File: src/cce_pkg.sv
// Shared types and constants for the color channel extractor
`timescale 1ns / 1ps
package cce_pkg;

  localparam int COMPONENT_BITS_DEFAULT = 8;
  localparam int MODE_BITS = 4;

  typedef enum logic [MODE_BITS-1:0] {
    MODE_RED     = 4'd0,
    MODE_GREEN   = 4'd1,
    MODE_BLUE    = 4'd2,
    MODE_CYAN    = 4'd3,
    MODE_MAGENTA = 4'd4,
    MODE_YELLOW  = 4'd5,
    MODE_LUMA    = 4'd6,
    MODE_U       = 4'd7,
    MODE_V       = 4'd8,
    MODE_HUE     = 4'd9,
    MODE_LIGHT   = 4'd10,
    MODE_SAT     = 4'd11
  } mode_t;

  typedef enum logic [1:0] {
    MAX_R = 2'd0,
    MAX_G = 2'd1,
    MAX_B = 2'd2
  } max_sel_t;

  // control bits that travel with each pixel down the chain
  typedef struct packed {
    logic valid;
    logic use_div;
  } ctl_t;

  localparam int LUMA_WR = 77;
  localparam int LUMA_WG = 150;
  localparam int LUMA_WB = 29;
  localparam int U_WEIGHT = 126;
  localparam int V_WEIGHT = 225;

endpackage

File: src/cce_div_cell.sv
// One restoring-division cell: one quotient bit per cell
`timescale 1ns / 1ps
module cce_div_cell
  import cce_pkg::*;
#(
  parameter int W  = COMPONENT_BITS_DEFAULT,
  parameter int NW = 25
) (
  input  logic          clk,
  input  logic          rst,
  input  ctl_t          ctl_in,
  input  logic [W-1:0]  simple_in,
  input  logic [NW-1:0] rem_in,
  input  logic [NW-1:0] dsh_in,
  input  logic [W-1:0]  q_in,
  output ctl_t          ctl_out,
  output logic [W-1:0]  simple_out,
  output logic [NW-1:0] rem_out,
  output logic [NW-1:0] dsh_out,
  output logic [W-1:0]  q_out
);

  logic ge;

  assign ge = (rem_in >= dsh_in);

  always_ff @(posedge clk) begin
    if (rst) begin
      ctl_out <= '0;
    end else begin
      ctl_out <= ctl_in;
    end
  end

  always_ff @(posedge clk) begin
    simple_out <= simple_in;
    rem_out    <= ge ? (rem_in - dsh_in) : rem_in;
    dsh_out    <= dsh_in >> 1;
    q_out      <= {q_in[W-2:0], ge};
  end

endmodule

File: src/cce_front.sv
// Front stages: components, luma, chroma and divider operands
`timescale 1ns / 1ps
module cce_front
  import cce_pkg::*;
#(
  parameter int W = COMPONENT_BITS_DEFAULT
) (
  input  logic                 clk,
  input  logic                 rst,
  input  logic                 in_valid,
  input  logic [W-1:0]         red,
  input  logic [W-1:0]         green,
  input  logic [W-1:0]         blue,
  input  logic [MODE_BITS-1:0] mode,
  output ctl_t                 ctl,
  output logic [W-1:0]         simple,
  output logic [W+$clog2(360*((1<<W)-1)+1)-1:0] num,
  output logic [W+$clog2(360*((1<<W)-1)+1)-1:0] dsh
);

  localparam int FULL = (1 << W) - 1;
  localparam int DW   = $clog2(360 * FULL + 1);
  localparam int NW   = DW + W;
  localparam int HW   = DW + 2;
  localparam int LW   = W + 8;
  localparam int PW   = W + 10;

  localparam logic signed [HW-1:0] K60  = HW'(60);
  localparam logic signed [HW-1:0] K120 = HW'(120);
  localparam logic signed [HW-1:0] K240 = HW'(240);
  localparam logic signed [HW-1:0] K360 = HW'(360);
  localparam logic signed [PW-1:0] KU   = PW'(U_WEIGHT);
  localparam logic signed [PW-1:0] KV   = PW'(V_WEIGHT);

  // stage A
  logic [W-1:0]        mx_c, mn_c;
  max_sel_t            sel_c;
  logic signed [W:0]   diff_c;
  logic [LW-1:0]       lsum;

  logic                a_valid;
  logic [W-1:0]        a_r, a_g, a_b, a_mx, a_mn, a_y;
  max_sel_t            a_sel;
  logic signed [W:0]   a_diff;

  always_comb begin
    if (red >= green && red >= blue) begin
      sel_c  = MAX_R;
      mx_c   = red;
      diff_c = $signed({1'b0, green}) - $signed({1'b0, blue});
    end else if (green >= blue) begin
      sel_c  = MAX_G;
      mx_c   = green;
      diff_c = $signed({1'b0, blue}) - $signed({1'b0, red});
    end else begin
      sel_c  = MAX_B;
      mx_c   = blue;
      diff_c = $signed({1'b0, red}) - $signed({1'b0, green});
    end
    if (red <= green && red <= blue) begin
      mn_c = red;
    end else if (green <= blue) begin
      mn_c = green;
    end else begin
      mn_c = blue;
    end
    lsum = LW'(red) * LW'(LUMA_WR) + LW'(green) * LW'(LUMA_WG)
         + LW'(blue) * LW'(LUMA_WB);
  end

  always_ff @(posedge clk) begin
    if (rst) begin
      a_valid <= 1'b0;
    end else begin
      a_valid <= in_valid;
    end
  end

  always_ff @(posedge clk) begin
    a_r    <= red;
    a_g    <= green;
    a_b    <= blue;
    a_mx   <= mx_c;
    a_mn   <= mn_c;
    a_sel  <= sel_c;
    a_diff <= diff_c;
    a_y    <= lsum[LW-1:8];
  end

  // stage B
  logic [W-1:0]        d;
  logic [W:0]          s;
  logic signed [HW-1:0] d_s, diff_s, n_raw, n_fix;
  logic [DW-1:0]       n_u, den_hue;
  logic [W:0]          den_sat;
  logic [NW-1:0]       num_hue, num_sat;
  logic signed [W:0]   cdiff;
  logic signed [PW-1:0] prod;
  logic [PW-1:0]       pabs;
  logic [W-1:0]        mag, chroma;
  logic [W-1:0]        simple_next;
  logic                use_div_next;
  logic [NW-1:0]       num_next, den_next;

  always_comb begin
    d      = a_mx - a_mn;
    s      = {1'b0, a_mx} + {1'b0, a_mn};
    d_s    = $signed({{(HW-W){1'b0}}, d});
    diff_s = HW'(a_diff);
    case (a_sel)
      MAX_G:   n_raw = d_s * K120 + diff_s * K60;
      MAX_B:   n_raw = d_s * K240 + diff_s * K60;
      default: n_raw = diff_s * K60;
    endcase
    n_fix   = n_raw[HW-1] ? (n_raw + d_s * K360) : n_raw;
    n_u     = n_fix[DW-1:0];
    den_hue = DW'(d) * DW'(360);
    // x * FULL as (x << W) - x
    num_hue = {n_u, {W{1'b0}}} - NW'(n_u);
    num_sat = {DW'(d), {W{1'b0}}} - NW'(d);
    den_sat = (s <= (W+1)'(FULL)) ? s : ((W+1)'(2 * FULL) - s);

    // chroma: truncate toward zero, keep low bits
    if (mode_t'(mode) == MODE_U) begin
      cdiff = $signed({1'b0, a_b}) - $signed({1'b0, a_y});
      prod  = PW'(cdiff) * KU;
    end else begin
      cdiff = $signed({1'b0, a_r}) - $signed({1'b0, a_y});
      prod  = PW'(cdiff) * KV;
    end
    pabs   = prod[PW-1] ? (PW'(0) - $unsigned(prod)) : $unsigned(prod);
    mag    = pabs[W+7:8];
    chroma = prod[PW-1] ? (W'(0) - mag) : mag;

    use_div_next = 1'b0;
    num_next     = num_sat;
    den_next     = NW'(den_sat);
    case (mode_t'(mode))
      MODE_RED:     simple_next = a_r;
      MODE_GREEN:   simple_next = a_g;
      MODE_BLUE:    simple_next = a_b;
      MODE_CYAN:    simple_next = W'(FULL) - a_r;
      MODE_MAGENTA: simple_next = W'(FULL) - a_g;
      MODE_YELLOW:  simple_next = W'(FULL) - a_b;
      MODE_LUMA:    simple_next = a_y;
      MODE_U:       simple_next = chroma;
      MODE_V:       simple_next = chroma;
      MODE_LIGHT:   simple_next = s[W:1];
      MODE_HUE: begin
        simple_next  = '0;
        use_div_next = (d != '0);
        num_next     = num_hue;
        den_next     = NW'(den_hue);
      end
      MODE_SAT: begin
        simple_next  = '0;
        use_div_next = (d != '0);
      end
      default:      simple_next = '0;
    endcase
  end

  always_ff @(posedge clk) begin
    if (rst) begin
      ctl <= '0;
    end else begin
      ctl.valid   <= a_valid;
      ctl.use_div <= use_div_next;
    end
  end

  always_ff @(posedge clk) begin
    simple <= simple_next;
    num    <= num_next;
    dsh    <= den_next << (W - 1);
  end

endmodule

File: src/color_channel_extractor.sv
// Top level of the color channel extractor
`timescale 1ns / 1ps
// Color channel extractor: one RGB pixel in, one channel value out.
// Input: a pixel (red_in, green_in, blue_in) is transferred at a rising edge
//   with start high and busy low. busy is low except in reset, so a pixel
//   may be taken on every clock.
// Config: channel_mode_wdata is written to the mode register at an edge with
//   channel_mode_we high. Write it only while no pixel is in flight.
// Output: done is high for one cycle with channel_value; that edge is the
//   transfer. The receiver cannot stall the block and must take it.
// Path: from the input transfer to the output transfer a pixel passes two front
//   stages, one division cell per quotient bit, and the output register. Modes
//   that need no division ride the same chain so results stay in order.
// Throughput: one pixel per clock, set by the fully pipelined cell chain.
// Reset: rst (synchronous) clears the mode register to red and drops every
//   in-flight pixel; no result is shown for pixels dropped that way.
module color_channel_extractor
  import cce_pkg::*;
#(
  parameter int COMPONENT_BITS = COMPONENT_BITS_DEFAULT
) (
  input  logic                      clk,
  input  logic                      rst,
  input  logic                      start,
  output logic                      busy,
  input  logic [COMPONENT_BITS-1:0] red_in,
  input  logic [COMPONENT_BITS-1:0] green_in,
  input  logic [COMPONENT_BITS-1:0] blue_in,
  input  logic                      channel_mode_we,
  input  logic [MODE_BITS-1:0]      channel_mode_wdata,
  output logic                      done,
  output logic [COMPONENT_BITS-1:0] channel_value
);

  localparam int W    = COMPONENT_BITS;
  localparam int FULL = (1 << W) - 1;
  localparam int DW   = $clog2(360 * FULL + 1);
  localparam int NW   = DW + W;

  logic [MODE_BITS-1:0] channel_mode;

  ctl_t          ctl_c   [W+1];
  logic [W-1:0]  simple_c[W+1];
  logic [NW-1:0] rem_c   [W+1];
  logic [NW-1:0] dsh_c   [W+1];
  logic [W-1:0]  q_c     [W+1];

  assign busy = rst;

  always_ff @(posedge clk) begin
    if (rst) begin
      channel_mode <= MODE_RED;
    end else if (channel_mode_we) begin
      channel_mode <= channel_mode_wdata;
    end
  end

  cce_front #(.W(W)) u_front (
    .clk      (clk),
    .rst      (rst),
    .in_valid (start && !busy),
    .red      (red_in),
    .green    (green_in),
    .blue     (blue_in),
    .mode     (channel_mode),
    .ctl      (ctl_c[0]),
    .simple   (simple_c[0]),
    .num      (rem_c[0]),
    .dsh      (dsh_c[0])
  );

  assign q_c[0] = '0;

  for (genvar i = 0; i < W; i++) begin : g_cell
    cce_div_cell #(.W(W), .NW(NW)) u_cell (
      .clk        (clk),
      .rst        (rst),
      .ctl_in     (ctl_c[i]),
      .simple_in  (simple_c[i]),
      .rem_in     (rem_c[i]),
      .dsh_in     (dsh_c[i]),
      .q_in       (q_c[i]),
      .ctl_out    (ctl_c[i+1]),
      .simple_out (simple_c[i+1]),
      .rem_out    (rem_c[i+1]),
      .dsh_out    (dsh_c[i+1]),
      .q_out      (q_c[i+1])
    );
  end

  always_ff @(posedge clk) begin
    if (rst) begin
      done <= 1'b0;
    end else begin
      done <= ctl_c[W].valid;
    end
  end

  always_ff @(posedge clk) begin
    channel_value <= ctl_c[W].use_div ? q_c[W] : simple_c[W];
  end

endmodule

File: config.mk
export PLATFORM = sky130hd
export DESIGN_NAME = color_channel_extractor
export DESIGN_NICKNAME = d
export VERILOG_FILES = /design/src/cce_pkg.sv /design/src/cce_div_cell.sv /design/src/cce_front.sv /design/src/color_channel_extractor.sv
export SDC_FILE = /design/constraint.sdc
export NUM_CORES = 2
export LEC_CHECK = 0
export ABC_AREA = 1
export BUFFER_PORTS_ARGS = -buffer_cell sky130_fd_sc_hd__buf_2
export CAP_MARGIN = 20
export CORE_ASPECT_RATIO = 0.75
export CORE_UTILIZATION = 60
export CTS_BUF_LIST = sky130_fd_sc_hd__clkbuf_2
export CTS_CLUSTER_DIAMETER = 50
export DETAILED_ROUTE_END_ITERATION = 6
export PLACE_DENSITY = 0.78
export SLEW_MARGIN = 20
export SYNTH_ARGS = -nofsm -noshare
export SYNTH_HDL_FRONTEND = slang
export SYNTH_SLANG_ARGS = --single-unit
File: constraint.sdc
create_clock -name clk -period 8.4 [get_ports clk]
set_clock_uncertainty 0.05 [all_clocks]
set_input_delay 0.42 -clock clk [delete_from_list [all_inputs] [get_ports clk]]
set_output_delay 0.42 -clock clk [all_outputs]
set_load 0.01 [all_outputs]
==> results.md <==
| Group | Item | This run |
|:---|:---|:---|
| yosys | Dominant combinational cell family by area after synthesis | adder cells |
| floorplanning | Rows | 76 |
| clocking | Number of buffers created by CTS | 117 |
| worst setup path | Critical Path Most Common Cell | sky130_fd_sc_hd__nand2_1 |
| global route | Maximum number of pins on one net before global-route repair | 39 |
| yosys | Most area-consuming cells after synthesis | sky130_fd_sc_hd__dfxtp_1 30%, sky130_fd_sc_hd__ha_1 16%, sky130_fd_sc_hd__inv_1 8.3% |
| yosys | XOR/XNOR share of the synthesized area | 6.557% |
| yosys | Netlist Area Pre-Place | 34990 um^2 |
| timing | Peak Freq | 127.5 MHz |
| clocking | Clock tree from TritonCTS | done |
| floorplanning | Effective utilization at floorplan | 60.83% |
| yosys | Synth Flop Type | sky130_fd_sc_hd__dfxtp_1 |
| detailed routing | Post-DRT Antenna Nets | 0 |
| yosys | Count of synthesis-stage warnings from yosys | 0 |
| yosys | Share of synthesized flip-flops with an asynchronous set or reset | 0% |
| finish | Area Growth Syn to Fin | 7.998% |
| timing | Period Utilization, post-route | 93.38% |
| clocking | Clock latency at the later pin of the worst-skew pair | 1.16 ns |
| detailed routing | Number of design rule violations left after detail routing | 0 |
| worst setup path | Worst reg2reg path endpoint | u_front.num[23]$_DFF_P_ |
| clocking | Number of sinks on the clock net | 527 |
| yosys | Share of the synthesized area in compound gates (AO/OA/AOI/OAI) | 12.35% |
| yosys | Post-synthesis share of cell area spent on and, or, nand and nor gates | 16.72% |
| yosys | Synthesized area divided by synthesized cell count | 8.087 um^2 |
| worst setup path | Launch point of the worst path | u_front.a_mn[0]$_DFF_P_ |
| floorplanning | DIE AREA | 59300 um^2 |
| worst setup path | Crit Path Class | register to register |
| clocking | Clock Pin Slew Worst Setup and Hold Paths | 0.11 ns |
| timing | Hold_ws | 0.1285 ns |
| worst setup path | Startpoint of the most critical register-to-register path | u_front.a_mn[0]$_DFF_P_ |
| clocking | Post-CTS setup-driven buffer insertion count | 0 |
| yosys | Top-count cell post-synth | sky130_fd_sc_hd__inv_1 |
| global route | Total grt overflow | 0 |
| detailed routing | Routed wire length per instance | 14.47 um |
| worst setup path | Sort of element at the end of the critical path | register |
| finish | Layout cell share with drive strength beyond 1 | 7.687% |
| timing | Normalized max-slew margin | 25.26% |
| detailed routing | Violation count after the first detailed-routing iteration | 1764 |
| worst setup path | Depth of the worst register-to-register path | 38 |
| clocking | CTS root buffer | sky130_fd_sc_hd__clkbuf_2 |
| yosys | Proportion of synthesized chip area in sequential cells | 30.15% |
| yosys | Share of Yosys cell area claimed by the top area cell type | 30.15% |
| finish | Number of filler instances in the final layout | 4812 |
| global route | Aggregate global-route resource usage | 26.99% |
| timing | Total setup violations reported at the end of the flow | 0 |
| place | Final weighted congestion in routability-driven placement | 0.9582 |
| detailed routing | Detailed-router iteration count before antenna repair | 6 |
| worst setup path | CP required | 9.30 ns |
| yosys | FF+latch count, synth | 527 |
| floorplanning | Core ar. | 57530 um^2 |
| global route | Vias in the first global route | 27470 |
| yosys | Number of enable flip-flop cells after synthesis | 0 |
| yosys | Area leader, netlist | sky130_fd_sc_hd__dfxtp_1 |
| worst setup path | Critical-path maximum fanout | 8 |
| worst setup path | Arrival @ worst endpoint | 8.74 ns |
| worst setup path | Crit path max-delay cell type | sky130_fd_sc_hd__fa_1 |
| timing | Fin. Hold Viols | 0 |
| floorplanning | Count of boundary I/O pins | 42 |
| worst setup path | Slack of the worst reg-to-reg path | 0.56 ns |
| yosys | Count of mapped cells out of synthesis | 4327 |
| yosys | Adder and majority cell fraction of the synthesized area | 24.68% |
| yosys | Share of synthesized area spent on multiplexers | 0.3468% |
| detailed routing | Final Routed Wirelength | 77760 um |
| yosys | Number of different library cells in the post-synthesis netlist | 78 |
| yosys | Leading cell types by count after synthesis | 774 x sky130_fd_sc_hd__inv_1, 676 x sky130_fd_sc_hd__nand2_1, 527 x sky130_fd_sc_hd__dfxtp_1 |
| status | Status | completed |
| worst setup path | Worst setup path end | u_front.num[23]$_DFF_P_ |
| worst setup path | Startpoint type of the worst setup path | register |
| clocking | Maximum buffer depth of the clock tree | 3 |
| place | Final HPWL DP | 61560 um |
| yosys | Number of nets produced by synthesis | 4962 |
| detailed routing | Vias per Instance | 5.243 |
| global route | Global-route wire length before repair | 131200 um |
| timing | Number of pins with negative max-slew slack in the final report | 0 |
| timing | Tmin final | 7.844 ns |
| global route | Number of antenna violations at the first check in global routing | 4 |
| finish | Net count reported at finish | 5145 |
| place | Number of buffers added on ports | 41 |
| hold path | Tightest Hold Check Type | input port to register |
| timing | Worst Max-Slew Pin Slew | 1.120 ns |
| clocking | H-tree level count | 3 |
| floorplanning | Horizontal die dimension | 280.9 um |
| flow run | Max-capacitance violation count | 0 |
| worst setup path | CP max stage delay | 0.78 ns |
| floorplanning | Die H | 211.1 um |
| detailed routing | Via Count | 28180 |
-- layout by cell type (no fill, tap or decap), types with 29 or more instances in the layout --
master / n
sky130_fd_sc_hd__a21oi_1: 358
sky130_fd_sc_hd__buf_2: 41
sky130_fd_sc_hd__clkbuf_2: 163
sky130_fd_sc_hd__dfxtp_1: 526
sky130_fd_sc_hd__dlygate4sd3_1: 61
sky130_fd_sc_hd__fa_1: 144
sky130_fd_sc_hd__ha_1: 455
sky130_fd_sc_hd__inv_1: 773
sky130_fd_sc_hd__nand2_1: 676
sky130_fd_sc_hd__nand3_1: 167
sky130_fd_sc_hd__nand4_1: 42
sky130_fd_sc_hd__nor2_1: 319
sky130_fd_sc_hd__nor3_1: 29
sky130_fd_sc_hd__o21ai_0: 162
sky130_fd_sc_hd__o21bai_1: 30
sky130_fd_sc_hd__xnor2_1: 127
sky130_fd_sc_hd__xor2_1: 135
-- flip-flops by register name, indices dropped and copies added (netlist names), 9 cells and up --
signal and count:
g_cell.u_cell.simple_out 64, g_cell.u_cell.ctl_out 16, u_front.num 24, u_front.dsh 17, g_cell.u_cell.q_out 36, g_cell.u_cell.rem_out 171
g_cell.u_cell.dsh_out 116, u_front.a_diff 9
-- stage by stage --
step / util (%) / setup TNS (ns) / instances / setup slack (ns) / instance area [um^2]
4_1_cts: 65.50 / 0 / 5372 / 0.3649 / 37680
2_1_floorplan: - / 0 / 4327 / 1.165 / 34990
3_5_place_dp: 62.57 / 0 / 5110 / 0.4678 / 36000
6_report: 65.69 / 0 / 5375 / 0.5561 / 37790
3_3_place_gp: 62.54 / 0 / 5109 / 0.6292 / 35980
5_1_grt: 65.69 / -0.1657 / 5374 / -0.06274 / 37790
-- kinds of logic after synthesis --
logic type / count (synthesis)
AO/OA/AOI/OAI: 740
XOR/XNOR: 262
adder cells (fa/ha/maj): 604
buffers and inverters: 833
flip-flops: 527
multiplexers: 11
AND/OR/NAND/NOR: 1350
-- how the worst min path moves through the flow --
stage | startpoint | to | slack (ns) | cells after the start
2_1_floorplan | u_front.simple[0]$_DFF_P_ | g_cell[0].u_cell.simple_out[0]$_DFF_P_ | 0.26 | 0
3_3_place_gp | g_cell[3].u_cell.q_out[3]$_DFF_P_ | g_cell[4].u_cell.q_out[4]$_DFF_P_ | 0.26 | 0
3_5_place_dp | g_cell[0].u_cell.simple_out[4]$_DFF_P_ | g_cell[1].u_cell.simple_out[4]$_DFF_P_ | 0.26 | 0
4_1_cts | blue_in[1] | u_front.a_b[1]$_DFF_P_ | 0.003 | 2
5_1_grt | blue_in[1] | u_front.a_b[1]$_DFF_P_ | 0.02 | 2
6_report | blue_in[1] | u_front.a_b[1]$_DFF_P_ | 0.13 | 2
-- cell type report --
cell class / count / area (um^2) / share of cell area, %
clock buffers: 163 / 815.8 / 2.159
clock inverters: 38 / 260.3 / 0.6886
flip-flops and latches: 527 / 10550 / 27.92
repair buffers: 112 / 898.4 / 2.377
inverters: 785 / 2953 / 7.813
multi-input cells: 2967 / 21330 / 56.44
diodes: 3 / 7.507 / 0.01986
well taps: 780 / 975.9 / 2.582
-- timing repair --
action,4_1_cts,5_1_grt
hold buffers,61,0
endpoints found under the setup margin,0,10
gates resized for setup,0,20
endpoints found under the hold margin,74,0
-- routing by layer --
| layer | routed length (um) | global-route usage (%) |
|---|---|---|
| met5 | 0 | 0 |
| met4 | 1528 | 7.368 |
| met3 | 5053 | 4.612 |
| met2 | 33320 | 42.51 |
| met1 | 37860 | 38.08 |
-- critical path, delay by kind of cell (launching register included) --
kind | cells | cell delay, ns
compound gates | 10 | 1.82
xor+xnor | 1 | 0.16
fa+ha+maj | 8 | 3.65
buf+inv | 6 | 0.47
flops | 1 | 0.35
simple gates | 13 | 1.19
Power is left out: the tool's default activity adds up to more than one toggle a clock period on the data nets, which glitch-free logic cannot reach.
